$ cat src/rtl/stq_pkg.sv
// ----------------------------------------------------------------------------
// stq_pkg
// Shared codes, defaults and control types for the shape table query core.
// ----------------------------------------------------------------------------
package stq_pkg;

	localparam int MAX_ENTRIES_DEF = 64;
	localparam int COORD_BITS_DEF  = 16;
	localparam int TAG_W           = 8;
	localparam int LAYER_W         = 4;
	localparam int SHAPE_W         = 2;
	localparam int CLS_W           = LAYER_W + SHAPE_W;
	localparam int KIND_W          = 2;
	localparam int EVAL_LAT        = 3;

	localparam logic [LAYER_W-1:0] ALL_LAYER_RST = 4'd15;

	localparam logic [KIND_W-1:0] KIND_ADD    = 2'd0;
	localparam logic [KIND_W-1:0] KIND_REMOVE = 2'd1;
	localparam logic [KIND_W-1:0] KIND_UPDATE = 2'd2;
	localparam logic [KIND_W-1:0] KIND_QUERY  = 2'd3;

	localparam logic [SHAPE_W-1:0] SHAPE_BOX  = 2'd0;
	localparam logic [SHAPE_W-1:0] SHAPE_CIRC = 2'd1;

	typedef enum logic [1:0] {
		ST_IDLE,
		ST_BUB,
		ST_SCAN,
		ST_RESP
	} state_t;

	typedef struct packed {
		logic add;
		logic mark;
		logic upd;
		logic rot;
		logic bub;
	} cell_op_t;

endpackage

$ cat src/rtl/stq_eval.sv
// ----------------------------------------------------------------------------
// stq_eval
// Three-stage overlap test of the query shape against one table entry.
// ----------------------------------------------------------------------------
module stq_eval
	import stq_pkg::*;
#(
	parameter int COORD_BITS = COORD_BITS_DEF
) (
	input  logic                    clk,
	input  logic                    arst_n,
	input  logic                    en,
	input  logic [LAYER_W-1:0]      all_code,
	input  logic [TAG_W-1:0]        q_tag,
	input  logic [LAYER_W-1:0]      q_layer,
	input  logic [SHAPE_W-1:0]      q_type,
	input  logic [4*COORD_BITS-1:0] q_crd,
	input  logic                    e_v,
	input  logic [TAG_W-1:0]        e_tag,
	input  logic [CLS_W-1:0]        e_cls,
	input  logic [4*COORD_BITS-1:0] e_crd,
	output logic                    hit,
	output logic [TAG_W-1:0]        hit_tag
);

	localparam int CB = COORD_BITS;

	logic signed [CB-1:0] qa, qb, qc, qd, ea, eb, ec, ed;
	logic signed [CB-1:0] bx0, by0, bx1, by1, cx, cy, px, py;
	logic [CB-1:0]        qr, er;
	logic [LAYER_W-1:0]   e_layer;
	logic [SHAPE_W-1:0]   e_type;
	logic                 skip, is_bb, is_bc, is_cb, is_cc, bb_res;
	logic signed [CB:0]   dx, dy;
	logic [CB-1:0]        rs;

	logic                 v_s1, bb_s1, bbres_s1;
	logic signed [CB:0]   dx_s1, dy_s1;
	logic [CB-1:0]        rs_s1;
	logic [TAG_W-1:0]     tag_s1;

	logic                 v_s2, bb_s2, bbres_s2;
	logic signed [2*CB+1:0] sqx_s2, sqy_s2;
	logic [2*CB-1:0]      rs2_s2;
	logic [TAG_W-1:0]     tag_s2;

	logic [2*CB+1:0]      dsum;
	logic                 hit_s3;
	logic [TAG_W-1:0]     tag_s3;

	assign qa = q_crd[0*CB +: CB];
	assign qb = q_crd[1*CB +: CB];
	assign qc = q_crd[2*CB +: CB];
	assign qd = q_crd[3*CB +: CB];
	assign ea = e_crd[0*CB +: CB];
	assign eb = e_crd[1*CB +: CB];
	assign ec = e_crd[2*CB +: CB];
	assign ed = e_crd[3*CB +: CB];

	assign e_layer = e_cls[CLS_W-1:SHAPE_W];
	assign e_type  = e_cls[SHAPE_W-1:0];

	assign skip = !e_v || (e_tag == q_tag) || ((q_layer != all_code) && (q_layer == e_layer));
	assign is_bb = (q_type == SHAPE_BOX) && (e_type == SHAPE_BOX);
	assign is_bc = (q_type == SHAPE_BOX) && (e_type == SHAPE_CIRC);
	assign is_cb = (q_type == SHAPE_CIRC) && (e_type == SHAPE_BOX);
	assign is_cc = (q_type == SHAPE_CIRC) && (e_type == SHAPE_CIRC);

	assign bb_res = (qa <= ec) && (ea <= qc) && (qb <= ed) && (eb <= qd);

	// negative radius counts as zero
	assign qr = qc[CB-1] ? '0 : qc;
	assign er = ec[CB-1] ? '0 : ec;

	always_comb begin
		if (is_bc) begin
			bx0 = qa; by0 = qb; bx1 = qc; by1 = qd; cx = ea; cy = eb;
		end else begin
			bx0 = ea; by0 = eb; bx1 = ec; by1 = ed; cx = qa; cy = qb;
		end
		if (cx < bx0) begin
			px = bx0;
		end else if (cx > bx1) begin
			px = bx1;
		end else begin
			px = cx;
		end
		if (cy < by0) begin
			py = by0;
		end else if (cy > by1) begin
			py = by1;
		end else begin
			py = cy;
		end
		if (is_cc) begin
			dx = (CB+1)'(qa) - (CB+1)'(ea);
			dy = (CB+1)'(qb) - (CB+1)'(eb);
			rs = qr + er;
		end else begin
			dx = (CB+1)'(cx) - (CB+1)'(px);
			dy = (CB+1)'(cy) - (CB+1)'(py);
			rs = is_bc ? er : qr;
		end
	end

	always_ff @(posedge clk or negedge arst_n) begin
		if (!arst_n) begin
			v_s1   <= 1'b0;
			v_s2   <= 1'b0;
			hit_s3 <= 1'b0;
		end else begin
			v_s1   <= en && !skip && (is_bb || is_bc || is_cb || is_cc);
			v_s2   <= v_s1;
			hit_s3 <= v_s2 && (bb_s2 ? bbres_s2 : (dsum <= {2'b00, rs2_s2}));
		end
	end

	always_ff @(posedge clk) begin
		bb_s1    <= is_bb;
		bbres_s1 <= bb_res;
		dx_s1    <= dx;
		dy_s1    <= dy;
		rs_s1    <= rs;
		tag_s1   <= e_tag;
		bb_s2    <= bb_s1;
		bbres_s2 <= bbres_s1;
		sqx_s2   <= dx_s1 * dx_s1;
		sqy_s2   <= dy_s1 * dy_s1;
		rs2_s2   <= rs_s1 * rs_s1;
		tag_s2   <= tag_s1;
		tag_s3   <= tag_s2;
	end

	assign dsum = {1'b0, sqx_s2[2*CB:0]} + {1'b0, sqy_s2[2*CB:0]};

	assign hit     = hit_s3;
	assign hit_tag = tag_s3;

endmodule

$ cat config.mk
export PLATFORM = sky130hd
export DESIGN_NAME = stq_eval
export DESIGN_NICKNAME = d
export VERILOG_FILES = /design/src/rtl/stq_pkg.sv /design/src/rtl/stq_eval.sv
export SDC_FILE = /design/constraint.sdc
export NUM_CORES = 2
export LEC_CHECK = 0
export ABC_AREA = 0
export BUFFER_PORTS_ARGS = -buffer_cell sky130_fd_sc_hd__buf_2
export CORE_UTILIZATION = 60
export DETAILED_ROUTE_END_ITERATION = 8
export GPL_ROUTABILITY_DRIVEN = 0
export HOLD_SLACK_MARGIN = 0.02
export PLACE_DENSITY = 0.78
export SKIP_CTS_REPAIR_TIMING = 1
export SYNTH_ARGS = -nofsm -noshare
export SYNTH_HDL_FRONTEND = slang
export SYNTH_SLANG_ARGS = --single-unit
$ cat constraint.sdc
create_clock -name clk -period 7.7 [get_ports clk]
set_input_delay 0.77 -clock clk [delete_from_list [all_inputs] [get_ports clk]]
set_output_delay 0.77 -clock clk [all_outputs]
set_load 0.01 [all_outputs]
==> impl_metrics.sql <==
INSERT INTO impl_metrics (metric_group, metric, value, unit) VALUES
('setup_path', 'crit_path_start_kind', 'flop', ''),
('setup_path', 'end_kind', 'flop', ''),
('sta', 'worst-slew-pin-transition', '1073', 'ps'),
('synth', 'synth_cell_types', '79', ''),
('synth', 'synth_fa_ha_area_share', '50.08', '%'),
('synth', 'syn-num-nets', '5971', ''),
('setup_path', 'cell_by_cell_listing_of_the_critical_path', 'nand2_1, inv_1, fa_1, inv_1, fa_1, fa_1, inv_1, fa_1, fa_1, fa_1, ha_1, a21o_1, a21o_1, a221o_1, o21ai_0, a21oi_1, a2111o_1, a2111o_1, o211ai_1', ''),
('setup_path', 'critical_path_max_stage_delay', '850', 'ps'),
('global_route', 'antenna_found_initial', '3', ''),
('sta', 'rsz0062_at_grt', 'false', ''),
('sta', 'drv_slew', '0', ''),
('setup_path', 'worst_r2r_startpoint', 'dx_s1[2]$_DFF_P_', ''),
('synth', 'synth.mux.area_fraction', '1.264', '%'),
('place', 'post-dp-hpwl', '80140', 'µm'),
('sta', 'finalSetupViolations', '0', ''),
('synth', 'synthXorXnorAreaFrac', '4.825', '%'),
('setup_path', 'regToRegEndpoint', 'sqx_s2[32]$_DFF_P_', ''),
('global_route', 'grtUsageMet2', '49.90', '%'),
('drt', 'detail-route-antenna-nets', '0', ''),
('synth', 'synth.area.top_cells', 'sky130_fd_sc_hd__fa_1 (34%), sky130_fd_sc_hd__ha_1 (16%), sky130_fd_sc_hd__inv_1 (9.7%)', ''),
('synth', 'synth_compound_area_share', '11.34', '%'),
('setup_path', 'critical_path_peak_fanout', '19', ''),
('synth', 'synth-main-ff-cell', 'sky130_fd_sc_hd__dfxtp_1', ''),
('synth', 'synth_cells', '4604', ''),
('clock_tree', 'numCtsBuffers', '17', ''),
('clock_tree', 'insertion_delay', '490', 'ps'),
('sta', 'slew-limit-headroom', '26.64', '%'),
('setup_path', 'critical_path_data_required_time', '8110', 'ps'),
('drt', 'drt-initial-drc-count', '1698', ''),
('flow_run', 'max-cap-violations', '0', ''),
('setup_path', 'worst_path_max_delay_cell', 'sky130_fd_sc_hd__dfxtp_1', ''),
('cells_and_area', 'drive_gt1_share', '5.585', '%'),
('setup_path', 'crit_family', 'adder cells', ''),
('synth', 'yosys.area.top_type', 'sky130_fd_sc_hd__fa_1', ''),
('synth', 'average_size_of_a_mapped_cell', '8.791', 'µm²'),
('sta', 'fmax', '0.1439', 'GHz'),
('setup_path', 'critPathMostFrequentCell', 'sky130_fd_sc_hd__fa_1', ''),
('global_route', 'remaining_overflow_grt', '0', ''),
('drt', 'detailedRoute.firstPassIterationCount', '5', ''),
('floorplan', 'die_width', '261.7', 'µm'),
('sta', 'fin_skew', '10.82', 'ps'),
('synth', 'synth-edff-count', '0', ''),
('clock_tree', 'htreeDepth', '4', ''),
('setup_path', 'reg2regPathDepth', '19', ''),
('floorplan', 'design.die.area', '0.06850', 'mm²'),
('drt', 'postRouteWirelength', '94420', 'µm'),
('clock_tree', 'numClockSinks', '176', ''),
('global_route', 'grt_max_degree', '53', ''),
('global_route', 'grt-busiest-layer', 'met2', ''),
('synth', 'main_combinational_cell_family_by_area_after_synthesis', 'adder cells', ''),
('synth', 'synth_sequential_area_ratio', '8.742', '%'),
('global_route', 'met3_usage', '4.157', '%'),
('cells_and_area', 'num-fill-cells', '5385', ''),
('drt', 'routed-via-count', '31375', ''),
('global_route', 'groute.usage.overall', '29.22', '%'),
('drt', 'avgViaCountPerCell', '5.610', ''),
('setup_path', 'arrival_time_of_the_worst_setup_path', '7360', 'ps'),
('clock_tree', 'cts_tree', 'built', ''),
('floorplan', 'boundaryPins', '173', ''),
('drt', 'routedWlPerCell', '16.88', 'µm'),
('synth', 'synth_largest_type_area_fraction', '34.38', '%'),
('cells_and_area', 'number_of_nets_in_the_layout', '6081', ''),
('sta', 'hold_viol_final', '0', ''),
('synth', 'asyncSetResetFlopFracSynth', '1.705', '%'),
('run_status', 'outcome', 'complete, no violations', ''),
('floorplan', 'initial_utilization', '61.13', '%'),
('synth', 'synth.cell_area', '0.04048', 'mm²'),
('sta', 'final.min_clock_period', '6948', 'ps'),
('global_route', 'vias_in_the_first_global_route', '33424', ''),
('place', 'numPlacedInstances', '5559', ''),
('cells_and_area', 'area_growth', '5.818', '%');
[synth_stat cells (all sizes together), types with 20 or more instances]
cell type  count
inv         1041
fa           695
ha           508
nand2        361
nor2         271
dfxtp        173
a21oi        171
xnor2        155
o21ai        153
and2         150
a21o         100
clkbuf       100
xor2          68
nand3         60
nor2b         56
nand2b        50
mux2i         45
nor3          43
o21a          42
and3          28
a221oi        25
nand4         25
o21bai        25
a31oi         20
o221ai        20
[kinds of logic (layout without fill, tap and decap cells)]
family / count (synthesis) / after routing
AOI/OAI and AO/OA: 696 / 696
xor gates and xnor gates: 223 / 223
adders and majority gates: 1203 / 1203
buffers and inverters: 1155 / 1278
DFF: 176 / 176
muxes: 49 / 49
other: 0 / 2
and+or+nand+nor: 1102 / 1102
[cell type report]
class                      instances  area [µm²]  area share, %
multi-input combinational       3273       32590          76.09
inverter                        1042        3911          9.132
sequential                       176        3538          8.262
timing repair buffer             204        1114          2.600
tap                              864        1081          2.524
clock buffer                      17       425.4         0.9933
clock inverter                    15       167.7         0.3915
antenna                            2       5.005        0.01169
[metal layers]
metal / part of all wire, % / vias to the layer above
met5: 0.014 / -
met4: 4.4 / 2
met3: 5.5 / 240
met2: 49 / 927
met1: 41 / 15386
li1: - / 14820
[stage by stage]
stage          setup WS [ps]  util [%]  hold WS [ps]  area, µm²
3_3_place_gp           716.8     63.78         309.6      42230
3_5_place_dp           634.9     63.78         312.1      42230
6_report               752.1     64.68         67.44      42830
4_1_cts                839.4     64.67         38.24      42820
2_1_floorplan          291.4         -         309.6      40480
5_1_grt                505.3     64.68         51.86      42830
[worst max-delay path by stage]
stage	start	endpoint	depth (start not counted)	slack (ps)
floorplan	q_type[0]	dx_s1[14]$_DFF_P_	34	290
global placement	q_type[0]	dy_s1[15]$_DFF_P_	26	720
detailed placement	q_type[0]	dx_s1[14]$_DFF_P_	27	630
CTS	dy_s1[7]$_DFF_P_	sqy_s2[31]$_DFF_P_	21	840
global route	dy_s1[16]$_DFF_P_	sqy_s2[31]$_DFF_P_	21	510
finish	dx_s1[2]$_DFF_P_	sqx_s2[32]$_DFF_P_	19	750
[registers in the layout, indices dropped and copies added (netlist names)]
register	cells
rs2_s2	31
bbres_s2	1
bbres_s1	1
dy_s1	17
dx_s1	17
bb_s2	1
sqy_s2	32
bb_s1	1
rs_s1	16
v_s1	1
hit	1
tag_s2	8
sqx_s2	32
tag_s1	8
v_s2	1
hit_tag	8
[layout by cell type, fill, tap and decap left out, types with 31 or more instances in the layout]
| cell type | synthesis | routed |
|---|---|---|
| sky130_fd_sc_hd__a21o_1 | 100 | 100 |
| sky130_fd_sc_hd__inv_1 | 1041 | 1041 |
| sky130_fd_sc_hd__buf_2 | 6 | 172 |
| sky130_fd_sc_hd__and2_1 | 150 | 150 |
| sky130_fd_sc_hd__nor2b_1 | 56 | 56 |
| sky130_fd_sc_hd__fa_1 | 695 | 695 |
| sky130_fd_sc_hd__mux2i_1 | 43 | 43 |
| sky130_fd_sc_hd__nor2_1 | 271 | 271 |
| sky130_fd_sc_hd__o21a_1 | 42 | 42 |
| sky130_fd_sc_hd__xnor2_1 | 155 | 155 |
| sky130_fd_sc_hd__nand3_1 | 60 | 60 |
| sky130_fd_sc_hd__xor2_1 | 68 | 68 |
| sky130_fd_sc_hd__nand2_1 | 361 | 361 |
| sky130_fd_sc_hd__a21oi_1 | 171 | 171 |
| sky130_fd_sc_hd__buf_4 | 1 | 31 |
| sky130_fd_sc_hd__nand2b_1 | 50 | 50 |
| sky130_fd_sc_hd__dfxtp_1 | 173 | 173 |
| sky130_fd_sc_hd__o21ai_0 | 150 | 150 |
| sky130_fd_sc_hd__ha_1 | 508 | 508 |
| sky130_fd_sc_hd__nor3_1 | 43 | 43 |
Power is not shown: default switching activity piles up to over one toggle a cycle in this logic, so the estimate is an artifact.
