[src/rtl/stq_pkg.sv]
// ----------------------------------------------------------------------------
// stq_pkg
// Shared codes, defaults and control types for the shape table query core.
// ----------------------------------------------------------------------------
package stq_pkg;

	localparam int MAX_ENTRIES_DEF = 64;
	localparam int COORD_BITS_DEF  = 16;
	localparam int TAG_W           = 8;
	localparam int LAYER_W         = 4;
	localparam int SHAPE_W         = 2;
	localparam int CLS_W           = LAYER_W + SHAPE_W;
	localparam int KIND_W          = 2;
	localparam int EVAL_LAT        = 3;

	localparam logic [LAYER_W-1:0] ALL_LAYER_RST = 4'd15;

	localparam logic [KIND_W-1:0] KIND_ADD    = 2'd0;
	localparam logic [KIND_W-1:0] KIND_REMOVE = 2'd1;
	localparam logic [KIND_W-1:0] KIND_UPDATE = 2'd2;
	localparam logic [KIND_W-1:0] KIND_QUERY  = 2'd3;

	localparam logic [SHAPE_W-1:0] SHAPE_BOX  = 2'd0;
	localparam logic [SHAPE_W-1:0] SHAPE_CIRC = 2'd1;

	typedef enum logic [1:0] {
		ST_IDLE,
		ST_BUB,
		ST_SCAN,
		ST_RESP
	} state_t;

	typedef struct packed {
		logic add;
		logic mark;
		logic upd;
		logic rot;
		logic bub;
	} cell_op_t;

endpackage

[src/rtl/stq_cell.sv]
// ----------------------------------------------------------------------------
// stq_cell
// One table slot: holds a tagged shape and trades it with its neighbors.
// ----------------------------------------------------------------------------
module stq_cell
	import stq_pkg::*;
#(
	parameter int COORD_BITS = COORD_BITS_DEF
) (
	input  logic                    clk,
	input  logic                    arst_n,
	input  cell_op_t                op,
	input  logic                    prv_v,
	input  logic                    nxt_v,
	input  logic [TAG_W-1:0]        nxt_tag,
	input  logic [CLS_W-1:0]        nxt_cls,
	input  logic [4*COORD_BITS-1:0] nxt_crd,
	input  logic [TAG_W-1:0]        new_tag,
	input  logic [CLS_W-1:0]        new_cls,
	input  logic [4*COORD_BITS-1:0] new_crd,
	output logic                    v,
	output logic [TAG_W-1:0]        tag,
	output logic [CLS_W-1:0]        cls,
	output logic [4*COORD_BITS-1:0] crd
);

	logic                    v_q;
	logic [TAG_W-1:0]        tag_q;
	logic [CLS_W-1:0]        cls_q;
	logic [4*COORD_BITS-1:0] crd_q;
	logic                    ld_new;
	logic                    kill;
	logic                    upd;
	logic                    take;
	logic                    give;

	assign ld_new = op.add && prv_v && !v_q;
	assign kill   = op.mark && v_q && (tag_q == new_tag);
	assign upd    = op.upd && v_q && (tag_q == new_tag);
	assign take   = op.rot || (op.bub && !v_q && nxt_v);
	assign give   = op.bub && !prv_v && v_q;

	always_ff @(posedge clk or negedge arst_n) begin
		if (!arst_n) begin
			v_q <= 1'b0;
		end else if (ld_new) begin
			v_q <= 1'b1;
		end else if (kill) begin
			v_q <= 1'b0;
		end else if (take) begin
			v_q <= nxt_v;
		end else if (give) begin
			v_q <= 1'b0;
		end
	end

	always_ff @(posedge clk) begin
		if (ld_new || upd) begin
			cls_q <= new_cls;
			crd_q <= new_crd;
		end else if (take) begin
			cls_q <= nxt_cls;
			crd_q <= nxt_crd;
		end
		if (ld_new) begin
			tag_q <= new_tag;
		end else if (take) begin
			tag_q <= nxt_tag;
		end
	end

	assign v   = v_q;
	assign tag = tag_q;
	assign cls = cls_q;
	assign crd = crd_q;

endmodule

[config.mk]
export PLATFORM = sky130hd
export DESIGN_NAME = stq_cell
export DESIGN_NICKNAME = d
export VERILOG_FILES = /design/src/rtl/stq_pkg.sv /design/src/rtl/stq_cell.sv
export SDC_FILE = /design/constraint.sdc
export NUM_CORES = 1
export LEC_CHECK = 0
export BUFFER_PORTS_ARGS = -buffer_cell sky130_fd_sc_hd__buf_2
export CORE_ASPECT_RATIO = 1.4
export CORE_MARGIN = 2
export CORE_UTILIZATION = 30
export CTS_CLUSTER_DIAMETER = 50
export DETAILED_ROUTE_END_ITERATION = 6
export PLACE_DENSITY_LB_ADDON = 0.2
export SYNTH_ARGS = -nofsm -noshare
export SYNTH_HDL_FRONTEND = slang
export SYNTH_SLANG_ARGS = --single-unit
[constraint.sdc]
create_clock -name clk -period 4.5 [get_ports clk]
set_clock_uncertainty 0.2 [all_clocks]
set_input_delay 0.45 -clock clk [delete_from_list [all_inputs] [get_ports clk]]
set_output_delay 0.45 -clock clk [all_outputs]
set_load 0.01 [all_outputs]
==> results.sh, run 1 <==
export IMPL_cts_hold_fix_buffers=1
export IMPL_nNetsFinal=602
export IMPL_grt_setup_unrepaired="no"
export IMPL_top_level_ports=244
export IMPL_cp_start_kind="flop"
export IMPL_drt_total_wl_um=9271
export IMPL_dieArea_um2=13540
export IMPL_r2r_end="crd[54]"
export IMPL_min_period_over_period_pct=59.39
export IMPL_routedWlPerCell_um=15.66
export IMPL_initial_utilization_pct=30.74
export IMPL_cts_tree="built"
export IMPL_p_switching_uw=480.2
export IMPL_powerDensity_nw_per_um2=377.7
export IMPL_drive_above_1_share_pct=78.05
export IMPL_grt_pass1_wl_um=13150
export IMPL_layout_commonest_cell="buf_2"
export IMPL_grt_overflow=0
export IMPL_diodes=0
export IMPL_worst_pin_slew_ns=0.9953
export IMPL_outcome="completed"
export IMPL_cts_htree_levels=3
export IMPL_leakage_nw=2.660
export IMPL_place_hpwl_um=7191
export IMPL_drt_initial_drc_count=53
export IMPL_die_x_um=98.93
export IMPL_hp_class="input pin to flop"
export IMPL_die_h_um=136.9
export IMPL_core_rowCount=48
export IMPL_fin_crit_ns=2.673
export IMPL_yosysTopAreaCell="edfxtp_1"
export IMPL_cts_repair_resize_count=0
export IMPL_peakVddDrop_v=0.0001864
export IMPL_setup_viol=0
export IMPL_drt_pass1_iter_count=4
export IMPL_critPathKind="flop to flop"
export IMPL_setup_worst_path_start="tag[1]"
export IMPL_internal_power_mw=1.584
export IMPL_fmax_mhz=374.2
export IMPL_grt_pass1_vias=2695
export IMPL_grt_max_degree=71
export IMPL_crit_path_end="crd[54]"
export IMPL_synth_seq_cells=79
export IMPL_tns_ns=0
export IMPL_ctsRootBufferMaster="clkbuf_16"
export IMPL_syn_area_um2=3785
export IMPL_rr_startpoint="tag[1]"
export IMPL_regToRegSetupSlack_ns=1.83
export IMPL_clockBufferDepth=2
export IMPL_drt_vias_per_instance=4.419
export IMPL_vias=2616
export IMPL_syn_to_final_growth_pct=44.40
export IMPL_relSlewSlack_pct=33.65
export IMPL_combPwrFrac_pct=17.5
export IMPL_slew_viol_final=0
export IMPL_dp_cells=575
export IMPL_fillCellCount=1142
export IMPL_cp_arrival_ns=2.42
export IMPL_p_clk_share_pct=37.8
export IMPL_grtUsageTotal_pct=12.93
export IMPL_syn_num_nets=352
export IMPL_drc=0
export IMPL_total_power_mw=2.064
export IMPL_cp_max_fo=70
export IMPL_avgSynthCellArea_um2=20.24
export IMPL_layout_common_cells="243 x buf_2, 78 x edfxtp_1, 70 x mux2_4, 9 x clkbuf_16, 8 x mux2_2"
export IMPL_switching_share_pct=23.26
export IMPL_synth_area_leaders="edfxtp_1 62%, mux2_4 28%, mux2_2 2.4%"
export IMPL_critical_path_required_ns=4.25
export IMPL_portBuffers=243
export IMPL_cts_sinks=79
export IMPL_ys_warn_count=0
export IMPL_clkLatencyLatePin_ns=0.33
export IMPL_finalWeightedCongestion=0.7203
export IMPL_route_antenna_remaining_nets=0
export IMPL_clkTransAtPathRegs_ns=0.06
export IMPL_ys_types=21
export IMPL_endpoint_kind="flop"
export IMPL_synth_top_area_share_pct=61.88
export IMPL_fin_cells=592
export IMPL_ys_seq_area_share_pct=62.55
export IMPL_post_cts_buffers=0
export IMPL_final_hold_violation_count=0
export IMPL_grt_antenna_before_repair=0
export IMPL_reg2regPathDepth=4
export IMPL_p_seq_share_pct=44.7
export IMPL_maxCapViolations=0
export IMPL_numCtsBuffers=9
export IMPL_core_um2=12310
export IMPL_netlist_instances=187
[state kept, by name (all words and copies together) (netlist names)]
register,flops
cls,6
crd,64
tag,8
v,1
[synthesized netlist by cell type]
library cell   n
edfxtp_1      78
mux2_4        70
mux2_2         8
buf_6          7
xor2_1         7
nand2_1        2
a211oi_1       1
a21oi_1        1
a31o_2         1
a31oi_1        1
a31oi_4        1
and3_1         1
and3_2         1
dfrtp_1        1
nor2_2         1
nor2b_1        1
nor3_2         1
nor3b_1        1
nor4_4         1
or2_2          1
xnor2_1        1
[final cells by class]
| class | instances | area (um2) | area share (%) |
|---|---|---|---|
| Multi-Input combinational cell | 101 | 1348 | 24.66 |
| Clock buffer | 9 | 225.2 | 4.121 |
| Timing Repair Buffer | 246 | 1241 | 22.71 |
| Tap cell | 150 | 187.7 | 3.434 |
| Clock inverter | 7 | 96.34 | 1.763 |
| Sequential cell | 79 | 2367 | 43.32 |
[metal layers]
| layer | GRT usage (%) | share of wire, % | wire length (um) |
|---|---|---|---|
| met1 | 12.40 | 34 | 3161 |
| met2 | 23.80 | 55 | 5121 |
| met5 | 0 | 0 | 0 |
| met3 | 3.830 | 7.5 | 691 |
| met4 | 8.219 | 3.2 | 297 |
[cell families after synthesis]
family / after synthesis / share of synthesized area [%]
AO/OA/AOI/OAI: 5 / 1.289
XOR/XNOR: 8 / 1.851
buffers and inverters: 7 / 2.083
flip-flops: 79 / 62.55
multiplexers: 78 / 30.15
AND/OR/NAND/NOR: 10 / 2.083
[through the flow]
stage | hold WS (ns) | util (%) | area (um2) | setup WS [ns]
3_3_place_gp | 0.03216 | 41.70 | 5134 | 1.721
5_1_grt | 0.09963 | 44.39 | 5465 | 1.689
4_1_cts | 0.09426 | 44.39 | 5465 | 1.801
6_report | 0.1050 | 44.39 | 5465 | 1.827
3_5_place_dp | 0.03382 | 41.70 | 5134 | 1.685
2_1_floorplan | -0.04559 | - | 3785 | 1.677
[worst max-delay path: stages (launching register included)]
cell	delay (ns)
edfxtp_1	0.40
xor2_1	0.20
nor4_4	0.36
and3_2	0.27
a31o_4	0.77
[worst min-delay path by stage]
stage | start | to | slack, ns | cells after the start
CTS | op[3] | v | 0.09 | 2
global placement | arst_n | v | 0.03 | 1
floorplan | arst_n | v | -0.05 | 0
global route | op[3] | v | 0.1 | 2
finish | op[3] | v | 0.11 | 2
detailed placement | arst_n | v | 0.03 | 1
[power groups by stage]
stage | Clock [mW] | Combinational (mW) | Sequential [mW]
floorplan | 0 | 0.159 | 0.980
global placement | 0 | 0.362 | 0.937
detailed placement | 0 | 0.368 | 0.939
CTS | 0.800 | 0.370 | 0.924
global route | 0.827 | 0.388 | 0.929
finish | 0.780 | 0.361 | 0.922
Note: power is estimated with default switching activity, not from simulation.
==> inputs of run 2 (changes only) <==
clock period = 2.6 ns   (was 4.5 ns; I/O delays follow)
==> run 2 against run 1 <==
Setup slack lost 1.5 ns. Power up 76%. Sequential power up 72%. Register-to-register slack worse by 1.5 ns. First-iteration DRC count up 21%. Sequential share of layout area fell by 0.68 points. Clock power grew 79%. Global-route usage grew 0.18 points. Combinational power grew 78%. Core utilization is 0.71 points higher. Cell area up 1.6%. Fmax increased by 20%.
==> results.sh, run 2 (same netlist as run 1, synthesis figures left out) <==
export IMPL_grtUsageTotal_pct=13.10
export IMPL_grt_overflow=0
export IMPL_hold_path_depth=2
export IMPL_core_um2=12310
export IMPL_core_rowCount=48
export IMPL_place_hpwl_um=7274
export IMPL_crit_path_end="crd[44]"
export IMPL_clockBufferDepth=2
export IMPL_drc=0
export IMPL_tns_ns=0
export IMPL_final_hold_violation_count=0
export IMPL_cp_start_kind="flop"
export IMPL_setup_worst_path_start="tag[1]"
export IMPL_place_area_um2=5206
export IMPL_cts_htree_levels=3
export IMPL_dieArea_um2=13540
export IMPL_reg2regPathDepth=5
export IMPL_largest_reg_flops=64
export IMPL_layout_common_cells="243 x buf_2, 78 x edfxtp_1, 70 x mux2_4, 9 x clkbuf_16, 8 x mux2_2"
export IMPL_crit_slowest_cell="edfxtp_1"
export IMPL_worst_pin_slew_ns=0.3357
export IMPL_grt_setup_unrepaired="no"
export IMPL_leakage_nw=2.710
export IMPL_fin_cells=595
export IMPL_r2r_end="crd[44]"
export IMPL_grt_pass1_vias=2719
export IMPL_cp_num_cells=5
export IMPL_path_cells="xor2_1 > nor4_4 > and3_2 > a31o_4 > buf_12"
export IMPL_crit_family="simple AND/OR/NAND/NOR gates"
export IMPL_timing_critical_path_buf_inv=1
export IMPL_clkLatencyLatePin_ns=0.33
export IMPL_ctsRootBufferMaster="clkbuf_16"
export IMPL_setup_viol=0
export IMPL_cp_max_fo=40
export IMPL_finalWeightedCongestion=0.7346
export IMPL_die_x_um=98.93
export IMPL_top_level_ports=244
export IMPL_cts_repair_resize_count=0
export IMPL_initial_utilization_pct=30.74
export IMPL_die_h_um=136.9
export IMPL_drt_pass1_iter_count=4
export IMPL_nNetsFinal=606
export IMPL_cp_slowest_stage_delay_ns=0.39
export IMPL_hp_class="input pin to flop"
export IMPL_relSlewSlack_pct=77.50
export IMPL_drt_initial_drc_count=64
export IMPL_cts_sinks=79
export IMPL_powerDensity_nw_per_um2=654.0
export IMPL_setup_ws_ns=0.3718
export IMPL_min_from="nxt_crd[60]"
export IMPL_drt_total_wl_um=9398
export IMPL_cts_tree="built"
export IMPL_grt_antenna_before_repair=0
export IMPL_critPathKind="flop to flop"
export IMPL_endpoint_kind="flop"
export IMPL_grt_pass1_wl_um=13440
export IMPL_maxCapViolations=0
export IMPL_layout_commonest_cell="buf_2"
export IMPL_final_util_pct=45.10
export IMPL_route_antenna_remaining_nets=0
export IMPL_dp_cells=578
export IMPL_slew_viol_final=0
export IMPL_drt_vias_per_instance=4.333
export IMPL_outcome="completed"
export IMPL_routedWlPerCell_um=15.79
export IMPL_numCtsBuffers=9
export IMPL_vias=2578
export IMPL_cp_arrival_ns=2.04
export IMPL_total_power_mw=3.631
export IMPL_peakVddDrop_v=0.0002991
export IMPL_regToRegSetupSlack_ns=0.37
export IMPL_syn_to_final_growth_pct=46.71
export IMPL_rr_startpoint="tag[1]"
export IMPL_fmax_mhz=448.8
export IMPL_dp_slack_ns=0.3533
export IMPL_hold_slack_ns=0.02693
export IMPL_min_period_over_period_pct=85.70
export IMPL_fin_crit_ns=2.228
export IMPL_grt_max_degree=41
export IMPL_final_area_um2=5553
export IMPL_drive_above_1_share_pct=77.93
export IMPL_clkTransAtPathRegs_ns=0.06
export IMPL_portBuffers=243
export IMPL_critical_path_required_ns=2.41
-- run 2: repair_timing --
action	in CTS	in global routing
hold buffers	2	0
hold endpoints to repair	2	0
buffers inserted	0	0
-- run 2: layout make-up --
type                    count  area (um2)
flip-flops and latches     79        2367
repair buffers            250        1324
multi-input cells         101        1348
diodes                      1       2.502
well taps                 150       187.7
fillers                  1125        6759
clock inverters             5       98.84
clock buffers               9       225.2
-- run 2: report_power, final --
group / internal (mW) / switching, mW
Clock: 0.922 / 0.475
Sequential: 1.56 / 0.0334
Combinational: 0.354 / 0.287
-- run 2: how the worst min path moves through the flow --
| stage | end | slack, ns |
|---|---|---|
| floorplan | v | -0.24 |
| global placement | v | -0.16 |
| detailed placement | v | -0.16 |
| CTS | crd[55] | 0.01 |
| global route | crd[34] | 0.02 |
| finish | crd[60] | 0.03 |
-- run 2: per-layer routing --
layer	track usage, %	wire length (um)	vias up
li1	-	-	1238
met1	14.34	3417	1200
met2	23.20	5108	128
met3	3.677	690	12
met4	6.393	182	0
met5	0	0	-
